$ cat src/hw/rtl/ffha_pkg.sv
`timescale 1ns / 1ps
`default_nettype none
// ----------------------------------------------------------------------------
// ffha_pkg
// Shared types and constants for the first-fit heap allocator.
// ----------------------------------------------------------------------------
package ffha_pkg;

  localparam int FIELD_BITS            = 24;
  localparam int DEF_MAX_SEGMENTS      = 64;
  localparam int DEF_OFFSET_BITS       = 24;
  localparam int DEF_HEADER_BYTES      = 24;
  localparam int DEF_MIN_PAYLOAD_BYTES = 16;
  localparam int ALIGN_BITS            = 3;
  localparam int ALIGN_BYTES           = 1 << ALIGN_BITS;

  typedef enum logic [1:0] {
    OP_ALLOC  = 2'd0,
    OP_FREE   = 2'd1,
    OP_RESIZE = 2'd2,
    OP_NOP    = 2'd3
  } op_t;

  typedef enum logic [1:0] {
    ST_OK      = 2'd0,
    ST_ZERO    = 2'd1,
    ST_NOMEM   = 2'd2,
    ST_UNKNOWN = 2'd3
  } status_t;

  typedef enum logic [4:0] {
    S_IDLE, S_DECODE, S_INIT, S_SCAN_RD, S_SCAN_EV, S_SHU_RD, S_SHU_WR,
    S_SPLIT, S_MARK, S_FIND_START, S_FIND_RD, S_FIND_EV, S_PREV_RD,
    S_PREV_EV, S_NEXT_RD, S_NEXT_EV, S_MERGE_WR, S_SHD_RD, S_SHD_WR,
    S_SHD_END, S_DONE
  } ctl_state_t;

  typedef enum logic [4:0] {
    DP_IDLE, DP_LOAD, DP_DECODE, DP_INIT, DP_SCAN_RD, DP_SCAN_EV, DP_SHU_RD,
    DP_SHU_WR, DP_SPLIT, DP_MARK, DP_FIND_START, DP_FIND_RD, DP_FIND_EV,
    DP_PREV_RD, DP_PREV_EV, DP_NEXT_RD, DP_NEXT_EV, DP_MERGE_WR, DP_SHD_RD,
    DP_SHD_WR, DP_SHD_END, DP_PUBLISH
  } dp_cmd_t;

  typedef struct packed {
    op_t  op;
    logic alloc_path;
    logic req_zero;
    logic present;
    logic heap_ready;
    logic init_ok;
    logic count_zero;
    logic scan_hit;
    logic split_ok;
    logic is_last;
    logic shu_more;
    logic find_hit;
    logic fits;
    logic moving;
    logic has_prev;
    logic has_next;
    logic shd_first;
    logic shd_more;
    logic out_free;
  } dp_status_t;

endpackage
`default_nettype wire

$ cat src/hw/rtl/ffha_ctrl.sv
`timescale 1ns / 1ps
`default_nettype none
// ----------------------------------------------------------------------------
// ffha_ctrl
// Sequencer: walks the segment table and issues datapath commands.
// ----------------------------------------------------------------------------
module ffha_ctrl import ffha_pkg::*; (
  input  logic       clk,
  input  logic       rst,
  input  logic       in_valid,
  output logic       in_ready,
  input  dp_status_t sts,
  output dp_cmd_t    cmd
);

  ctl_state_t state, state_next;

  always_ff @(posedge clk) begin
    if (rst) begin
      state <= S_IDLE;
    end else begin
      state <= state_next;
    end
  end

  always_comb begin
    state_next = state;
    unique case (state)
      S_IDLE: if (in_valid) state_next = S_DECODE;
      S_DECODE: begin
        if (sts.alloc_path) state_next = sts.req_zero ? S_DONE : S_INIT;
        else if (sts.op == OP_FREE) state_next = sts.present ? S_FIND_START : S_DONE;
        else if (sts.op == OP_RESIZE) state_next = S_FIND_START;
        else state_next = S_DONE;
      end
      S_INIT: state_next = (sts.heap_ready || sts.init_ok) ? S_SCAN_RD : S_DONE;
      S_SCAN_RD: state_next = S_SCAN_EV;
      S_SCAN_EV: begin
        if (sts.scan_hit) begin
          if (sts.split_ok) state_next = sts.is_last ? S_SPLIT : S_SHU_RD;
          else state_next = S_MARK;
        end else begin
          state_next = sts.is_last ? S_DONE : S_SCAN_RD;
        end
      end
      S_SHU_RD: state_next = S_SHU_WR;
      S_SHU_WR: state_next = sts.shu_more ? S_SHU_RD : S_SPLIT;
      S_SPLIT: state_next = S_MARK;
      S_MARK: state_next = sts.moving ? S_FIND_START : S_DONE;
      S_FIND_START: state_next = sts.count_zero ? S_DONE : S_FIND_RD;
      S_FIND_RD: state_next = S_FIND_EV;
      S_FIND_EV: begin
        if (sts.find_hit) begin
          if (sts.moving || sts.op == OP_FREE || sts.req_zero) state_next = S_PREV_RD;
          else state_next = sts.fits ? S_DONE : S_INIT;
        end else begin
          state_next = sts.is_last ? S_DONE : S_FIND_RD;
        end
      end
      S_PREV_RD: state_next = sts.has_prev ? S_PREV_EV : S_NEXT_RD;
      S_PREV_EV: state_next = S_NEXT_RD;
      S_NEXT_RD: state_next = sts.has_next ? S_NEXT_EV : S_MERGE_WR;
      S_NEXT_EV: state_next = S_MERGE_WR;
      S_MERGE_WR: state_next = sts.shd_first ? S_SHD_RD : S_SHD_END;
      S_SHD_RD: state_next = S_SHD_WR;
      S_SHD_WR: state_next = sts.shd_more ? S_SHD_RD : S_SHD_END;
      S_SHD_END: state_next = S_DONE;
      S_DONE: if (sts.out_free) state_next = S_IDLE;
      default: state_next = S_IDLE;
    endcase
  end

  always_comb begin
    in_ready = 1'b0;
    cmd      = DP_IDLE;
    unique case (state)
      S_IDLE: begin
        in_ready = 1'b1;
        if (in_valid) cmd = DP_LOAD;
      end
      S_DECODE:     cmd = DP_DECODE;
      S_INIT:       cmd = DP_INIT;
      S_SCAN_RD:    cmd = DP_SCAN_RD;
      S_SCAN_EV:    cmd = DP_SCAN_EV;
      S_SHU_RD:     cmd = DP_SHU_RD;
      S_SHU_WR:     cmd = DP_SHU_WR;
      S_SPLIT:      cmd = DP_SPLIT;
      S_MARK:       cmd = DP_MARK;
      S_FIND_START: cmd = DP_FIND_START;
      S_FIND_RD:    cmd = DP_FIND_RD;
      S_FIND_EV:    cmd = DP_FIND_EV;
      S_PREV_RD:    cmd = DP_PREV_RD;
      S_PREV_EV:    cmd = DP_PREV_EV;
      S_NEXT_RD:    cmd = DP_NEXT_RD;
      S_NEXT_EV:    cmd = DP_NEXT_EV;
      S_MERGE_WR:   cmd = DP_MERGE_WR;
      S_SHD_RD:     cmd = DP_SHD_RD;
      S_SHD_WR:     cmd = DP_SHD_WR;
      S_SHD_END:    cmd = DP_SHD_END;
      S_DONE:       if (sts.out_free) cmd = DP_PUBLISH;
      default:      cmd = DP_IDLE;
    endcase
  end

endmodule
`default_nettype wire

$ cat config.mk
export PLATFORM = sky130hd
export DESIGN_NAME = ffha_ctrl
export DESIGN_NICKNAME = d
export VERILOG_FILES = /design/src/hw/rtl/ffha_pkg.sv /design/src/hw/rtl/ffha_ctrl.sv
export SDC_FILE = /design/constraint.sdc
export NUM_CORES = 1
export LEC_CHECK = 0
export ABC_CLOCK_PERIOD_IN_PS = 3850
export CAP_MARGIN = 25
export CORE_UTILIZATION = 55
export CTS_BUF_LIST = sky130_fd_sc_hd__clkbuf_2 sky130_fd_sc_hd__clkbuf_4 sky130_fd_sc_hd__clkbuf_8
export DETAILED_ROUTE_END_ITERATION = 10
export DONT_BUFFER_PORTS = 1
export GPL_ROUTABILITY_DRIVEN = 1
export HOLD_SLACK_MARGIN = 0.02
export PLACE_DENSITY = 0.7
export SLEW_MARGIN = 30
export SYNTH_ARGS = -nofsm -noshare
export SYNTH_HDL_FRONTEND = slang
export SYNTH_SLANG_ARGS = --single-unit
$ cat constraint.sdc
create_clock -name clk -period 3.85 [get_ports clk]
set_input_delay 0.9625 -clock clk [delete_from_list [all_inputs] [get_ports clk]]
set_output_delay 0.9625 -clock clk [all_outputs]
set_load 0.02 [all_outputs]
==> results of run 1 <==
==> layout make-up <==
class                   count  area (um^2)
inverters                   3        11.26
flip-flops and latches      5        100.1
fillers                   143        520.5
multi-input cells         110        669.4
clock buffers               4        30.03
well taps                  15        18.77
==> cells by family after synthesis <==
logic type / count (synthesis) / synth area share (%)
buf+inv: 13 / 7.934
flops: 5 / 11.98
simple gates: 62 / 39.67
compound gates: 42 / 33.39
mux: 4 / 4.940
xor+xnor: 2 / 2.096
==> stage by stage <==
step	cells	util, %	setup slack (ps)
after floorplan	128	-	1090
after global placement	133	59.22	1059
after detailed placement	133	59.22	1063
after CTS	137	61.45	1036
after global routing	137	61.45	856.0
final	137	61.45	1045
==> per-layer routing <==
metal,GRT usage [%],up-vias,routed length [um],share of wire (%)
met5,0,-,0,0
met4,5.000,0,23,1.1
met3,2.174,2,139,6.6
met2,48.05,46,1003,47
met1,37.18,420,947,45
li1,-,457,-,-
==> power by group through the flow <==
stage          registers (mW)  logic [mW]  clock network, mW
2_1_floorplan          0.0783       0.416                  0
3_3_place_gp            0.171       0.359                  0
3_5_place_dp            0.174       0.364                  0
4_1_cts                 0.173       0.365             0.0674
5_1_grt                 0.187       0.408             0.0720
6_report                0.174       0.366             0.0653
==> synthesized netlist by cell type <==
master and count:
buf_2 8, a311o_1 1, and2b_2 1, a221oi_1 3, a21o_1 3, o32ai_2 1
nand3b_1 3, o31ai_1 1, nand2_1 10, a21boi_0 1, and2_1 1, xor2_1 1
mux2_2 1, a22oi_1 1, and4_1 1, nor2_1 14, a32o_1 2, inv_1 3
o21ai_0 12, nor2b_1 11, dfxtp_1 5, nand2b_1 8, xnor2_1 1, buf_6 1
mux2i_1 3, a21oi_1 8, buf_1 1, or3_4 1, nand4b_1 1, a32oi_1 1
o22ai_1 1, a31oi_1 6, or2_2 1, nand3_1 4, nor3_1 6, a41oi_1 1
==> worst paths after layout <==
path	start	endpoint	slack, ps	cells past startpoint
worst max-delay path	state[1]	cmd[3]	1050	4
worst min-delay path	rst	state[1]	800	1
worst max register to register	state[3]	state[1]	1930	5
worst min register to register	state[0]	state[1]	870	3
==> flow_summary_export.csv, run 1 <==
group,metric,value,unit
cells_and_area,final_common_cell,"nor2_1",
pwr,switching_share,54.36,%
critical_path,worstSetupStartpointType,"flop",
global_route,grt.total_usage,27.79,%
routing,route.detailed.vias_per_inst,6.752,
routing,post_drt_wl_per_cell,15.43,um
cells_and_area,syn2layout_area_growth,-0.7485,%
status,run_status,"finished clean",
routing,drtIter0Drc,23,
routing,route.detailed.drc,0,
global_route,grt_pass1_vias,774,
die,die_area,0.001679,mm^2
synthesis,synth.net_count,151,
critical_path,critical_path.max_fanout,19,
routing,wl,2114,um
synthesis,postSynthAreaPerCell,6.530,um^2
pwr,power_frac_clock,10.8,%
clocking,ctsResizeCount,0,
sta,hold_slack,802.4,ps
clocking,post_cts_hold_buffer_count,0,
cells_and_area,layout_common_cells,"14 x nor2_1, 12 x o21ai_0, 11 x nor2b_1",
worst_hold_path,timing.hold.worst.class,"in -> reg",
sta,maxClockFrequency,356.5,MHz
die,top_level_ports,29,
pwr,power_switching,329.2,uW
pwr,internal_power_summed_over_all_cells,276.4,uW
cells_and_area,fraction_of_final_layout_cells_with_drive_strength_greater_than_1,7.377,%
clocking,tritoncts_clock_tree,"done",
pwr,comb_power_share,60.4,%
pwr,fin_total_pwr,605.7,uW
flow_run,max-cap-violations,0,
clocking,worst_skew_pair.late_latency,230,ps
critical_path,timing.critical_path.arrival,1840,ps
clocking,total_clock_buffers_created_by_cts,3,
critical_path,max_stage_delay,710,ps
pwr,power_density,730.1,mW/mm^2
global_route,overflow,0,
cells_and_area,fin_nets,146,
critical_path,timing.setup.critical_path_class,"reg -> out",
placement,dpl.hpwl,1598,um
clocking,cts_post_setup_buffers_inserted,0,
routing,dr_pass1_iterations,4,
cells_and_area,layout_top_registers,"state (5)",
clocking,cts.clk_slew.worst_paths,40,ps
cells_and_area,antenna_cells,0,
die,width_of_the_die,40.98,um
routing,vias,925,
synthesis,yosys.area.top_type_share,11.98,%
placement,placement.cell_area,799.5,um^2
synthesis,post_synth_main_area_contributors,"dfxtp_1 12%, nor2b_1 8.2%, o21ai_0 7.2%, nor2_1 6.3%, nand2b_1 6.0%",
pwr,total_leakage_power,0.2856,nW
synthesis,flops_latches_synth,5,
synthesis,syn_area,835.8,um^2
die,starting_utilization_of_the_core_area,61.91,%
sta,unrepaired_setup_endpoints_after_global_routing,"no",
clocking,htreeDepth,1,
critical_path,path_buf_inv,0,
clocking,cts_root_buf,"clkbuf_4",
sta,report.final.setup_viol,0,
sta,finalMaxSlewViolations,0,
cells_and_area,largest_register_ff_count,5,
routing,ant_nets,0,
sta,timing_hold_violations_final,0,
cells_and_area,finalInstanceArea,829.5,um^2
critical_path,data_required_time_of_the_critical_path,2890,ps
clocking,clock_tree.buffer_depth,2,
pwr,seq_power_share,28.8,%
global_route,wire_length_of_the_first_global_routing_pass,3208,um
sta,fin_tns_setup,0,ps
die,fp.coreArea,0.001350,mm^2
synthesis,ys_types,36,
critical_path,setup.worst_path.end_class,"output port",
clocking,clock-sinks,5,
critical_path,timing.critical_path.slowest_stage_cell,"dfxtp_1",
placement,buffer_ports.inserted,0,
global_route,grt_antenna_before_repair,0,
die,placementRows,13,
critical_path,path_cells,"and2_1 -> nand2_1 -> xor2_1 -> nor2_1",
synthesis,ys.warnings.count,0,
synthesis,ys_seq_area_share,11.98,%
sta,worst_clock_skew,3.085,ps
critical_path,critical_path.top_delay_family,"simple AND/OR/NAND/NOR gates",
sta,min_period_over_period,72.85,%
synthesis,synthCells,128,
pwr,vdd_drop_max,0.3643,mV
global_route,grt_max_degree,22,
die,die_span_y,40.98,um
cells_and_area,largest_register,"state",
synthesis,synthDominantAreaCellType,"dfxtp_1",
sta,layout_min_cycle_time,2805,ps
sta,tightestPinTransition,635.0,ps
sta,timing.max_slew.rel_slack,57.22,%
placement,gp_congestion,0.9424,
(Power assumes the default switching activity.)
==> inputs of run 2 (changes only) <==
- ABC_CLOCK_PERIOD_IN_PS: 3850 -> 2600
- clock period: 3.85 -> 2.6 ns (I/O delays scaled with it)
==> run 2 against run 1 <==
Compared with the run above:
- power increased by 62%
- critical path type unchanged
- sequential cell count unchanged
- clock skew increased by 2.1 ps
- first-iteration DRC count increased by 120%
- design area increased by 3.6%
- register-to-register slack got worse by 1200 ps
- non-clock buffer count increased by 4
- worst hold slack got worse by 340 ps
- worst setup slack got worse by 730 ps
- sequential share of layout area decreased by 0.42 points
==> flow_summary_export.csv, run 2 (synthesis results as in run 1) <==
group,metric,value,unit
clocking,htreeDepth,1,
clocking,ctsResizeCount,0,
routing,route.detailed.drc,0,
cells_and_area,fillers,133,
flow_run,max-cap-violations,0,
sta,fin_tns_setup,0,ps
global_route,grt.total_usage,30.12,%
cells_and_area,layout_top_registers,"state (5)",
cells_and_area,largest_register,"state",
status,run_status,"finished clean",
sta,unrepaired_setup_endpoints_after_global_routing,"no",
cells_and_area,final_common_cell,"nor2_1",
sta,worst_clock_skew,5.156,ps
critical_path,setup.worst_path.end_class,"output port",
clocking,cts_root_buf,"clkbuf_4",
global_route,grt_pass1_vias,755,
pwr,internal_power_summed_over_all_cells,463.6,uW
die,fp.coreArea,0.001350,mm^2
sta,timing.max_slew.rel_slack,56.37,%
die,die_area,0.001679,mm^2
pwr,seq_power_share,20.6,%
worst_hold_path,worstHoldPathCells,1,
pwr,switching_share,52.73,%
cells_and_area,syn2layout_area_growth,2.844,%
sta,final_critical_path_setup_slack,316.6,ps
die,die_span_y,40.98,um
critical_path,max_stage_delay,730,ps
clocking,post_cts_hold_buffer_count,0,
die,placementRows,13,
cells_and_area,layout_common_cells,"14 x nor2_1, 12 x o21ai_0, 11 x nor2b_1",
cells_and_area,largest_register_ff_count,5,
cells_and_area,fin_nets,150,
routing,dr_pass1_iterations,5,
global_route,grt_antenna_before_repair,0,
critical_path,timing.reg2reg.setup_slack,710,ps
routing,wl,2217,um
critical_path,worstSetupStartpointType,"flop",
clocking,cts.clk_slew.worst_paths,50,ps
sta,layout_min_cycle_time,2283,ps
routing,post_drt_wl_per_cell,15.72,um
sta,finalMaxSlewViolations,0,
placement,buffer_ports.inserted,0,
critical_path,worst_r2r_startpoint,"state[3]",
critical_path,data_required_time_of_the_critical_path,1950,ps
die,top_level_ports,29,
global_route,grt_max_degree,22,
critical_path,rr_endpoint,"state[4]",
critical_path,worstRegToRegCells,5,
critical_path,crit_path_frequent_cell,"nand2_1",
worst_hold_path,worst_hold_startpoint,"rst",
pwr,power_frac_clock,10.9,%
sta,min_period_over_period,87.82,%
sta,timing_hold_violations_final,0,
clocking,clock_tree.buffer_depth,2,
critical_path,path_cells,"nor2_1 -> nand2_1 -> a21oi_1 -> o21ai_0 -> nand2_1",
worst_hold_path,worst_hold_path.endpoint,"state[1]",
clocking,clock-sinks,5,
pwr,power_switching,517.1,uW
routing,route.detailed.vias_per_inst,6.589,
routing,ant_nets,0,
pwr,total_leakage_power,0.3059,nW
die,starting_utilization_of_the_core_area,61.91,%
cells_and_area,multi_input_area,669.4,um^2
critical_path,timing.critical_path.arrival,1630,ps
placement,dpl.hpwl,1660,um
cells_and_area,fraction_of_final_layout_cells_with_drive_strength_greater_than_1,10.32,%
clocking,tritoncts_clock_tree,"done",
pwr,vdd_drop_max,0.5741,mV
critical_path,timing.critical_path.slowest_stage_cell,"dfxtp_1",
clocking,worst_skew_pair.late_latency,260,ps
sta,report.final.setup_viol,0,
die,width_of_the_die,40.98,um
clocking,total_clock_buffers_created_by_cts,3,
global_route,wire_length_of_the_first_global_routing_pass,3325,um
routing,drtIter0Drc,51,
worst_hold_path,timing.hold.worst.class,"in -> reg",
sta,maxClockFrequency,437.9,MHz
clocking,cts_post_setup_buffers_inserted,0,
placement,pre_cts_ws,595.8,ps
pwr,power_density,1141,mW/mm^2
sta,tightestPinTransition,653.6,ps
global_route,overflow,0,
pwr,comb_power_share,68.6,%
cells_and_area,antenna_cells,0,
placement,gp_congestion,0.9440,
critical_path,critical_path.max_fanout,21,
critical_path,timing.setup.critical_path_class,"reg -> out",
cells_and_area,regArea,100.1,um^2
routing,vias,929,
==> run 2: worst max-delay path, delay by kind of cell (launching register included) <==
family          cells  cell delay, ps
compound gates      2             220
flops               1             730
simple gates        3             420
==> run 2: power by group through the flow <==
stage	combinational (mW)	clock, mW	sequential, mW
final	0.672	0.106	0.202
after floorplan	0.615	0	0.116
after detailed placement	0.661	0	0.201
after CTS	0.664	0.105	0.200
after global routing	0.742	0.110	0.215
after global placement	0.651	0	0.200
==> run 2: layout make-up <==
cell class	instances	share of cell area, %
flip-flops and latches	5	11.64
inverters	3	1.310
well taps	15	2.183
repair buffers	4	3.493
clock buffers	4	3.493
multi-input cells	110	77.87
==> run 2: worst max-delay path by stage <==
stage	start	end	slack [ps]	cells after the start
global route	state[0]	cmd[2]	100	5
global placement	state[4]	cmd[4]	600	2
CTS	state[0]	cmd[3]	340	3
floorplan	sts[0]	cmd[0]	470	3
detailed placement	sts[0]	cmd[0]	600	4
finish	state[0]	cmd[2]	320	5
==> run 2: layer usage <==
metal	part of all wire, %	vias up	track usage, %
met4	2.0	0	10.83
met5	0	-	0
met3	7.7	6	4.891
met2	47	45	45.31
met1	43	411	42.39
li1	-	467	-
==> run 2: per-stage QoR <==
step | hold WS [ps] | std cells | utilization, % | power, mW | instance area [um^2]
6_report | 459.1 | 141 | 63.67 | 0.9807 | 859.6
5_1_grt | 458.8 | 141 | 63.67 | 1.067 | 859.6
4_1_cts | 461.7 | 141 | 63.67 | 0.9695 | 859.6
3_5_place_dp | 724.0 | 137 | 61.45 | 0.8625 | 829.5
3_3_place_gp | 720.5 | 137 | 61.45 | 0.8507 | 829.5
2_1_floorplan | 695.3 | 128 | - | 0.7313 | 835.8
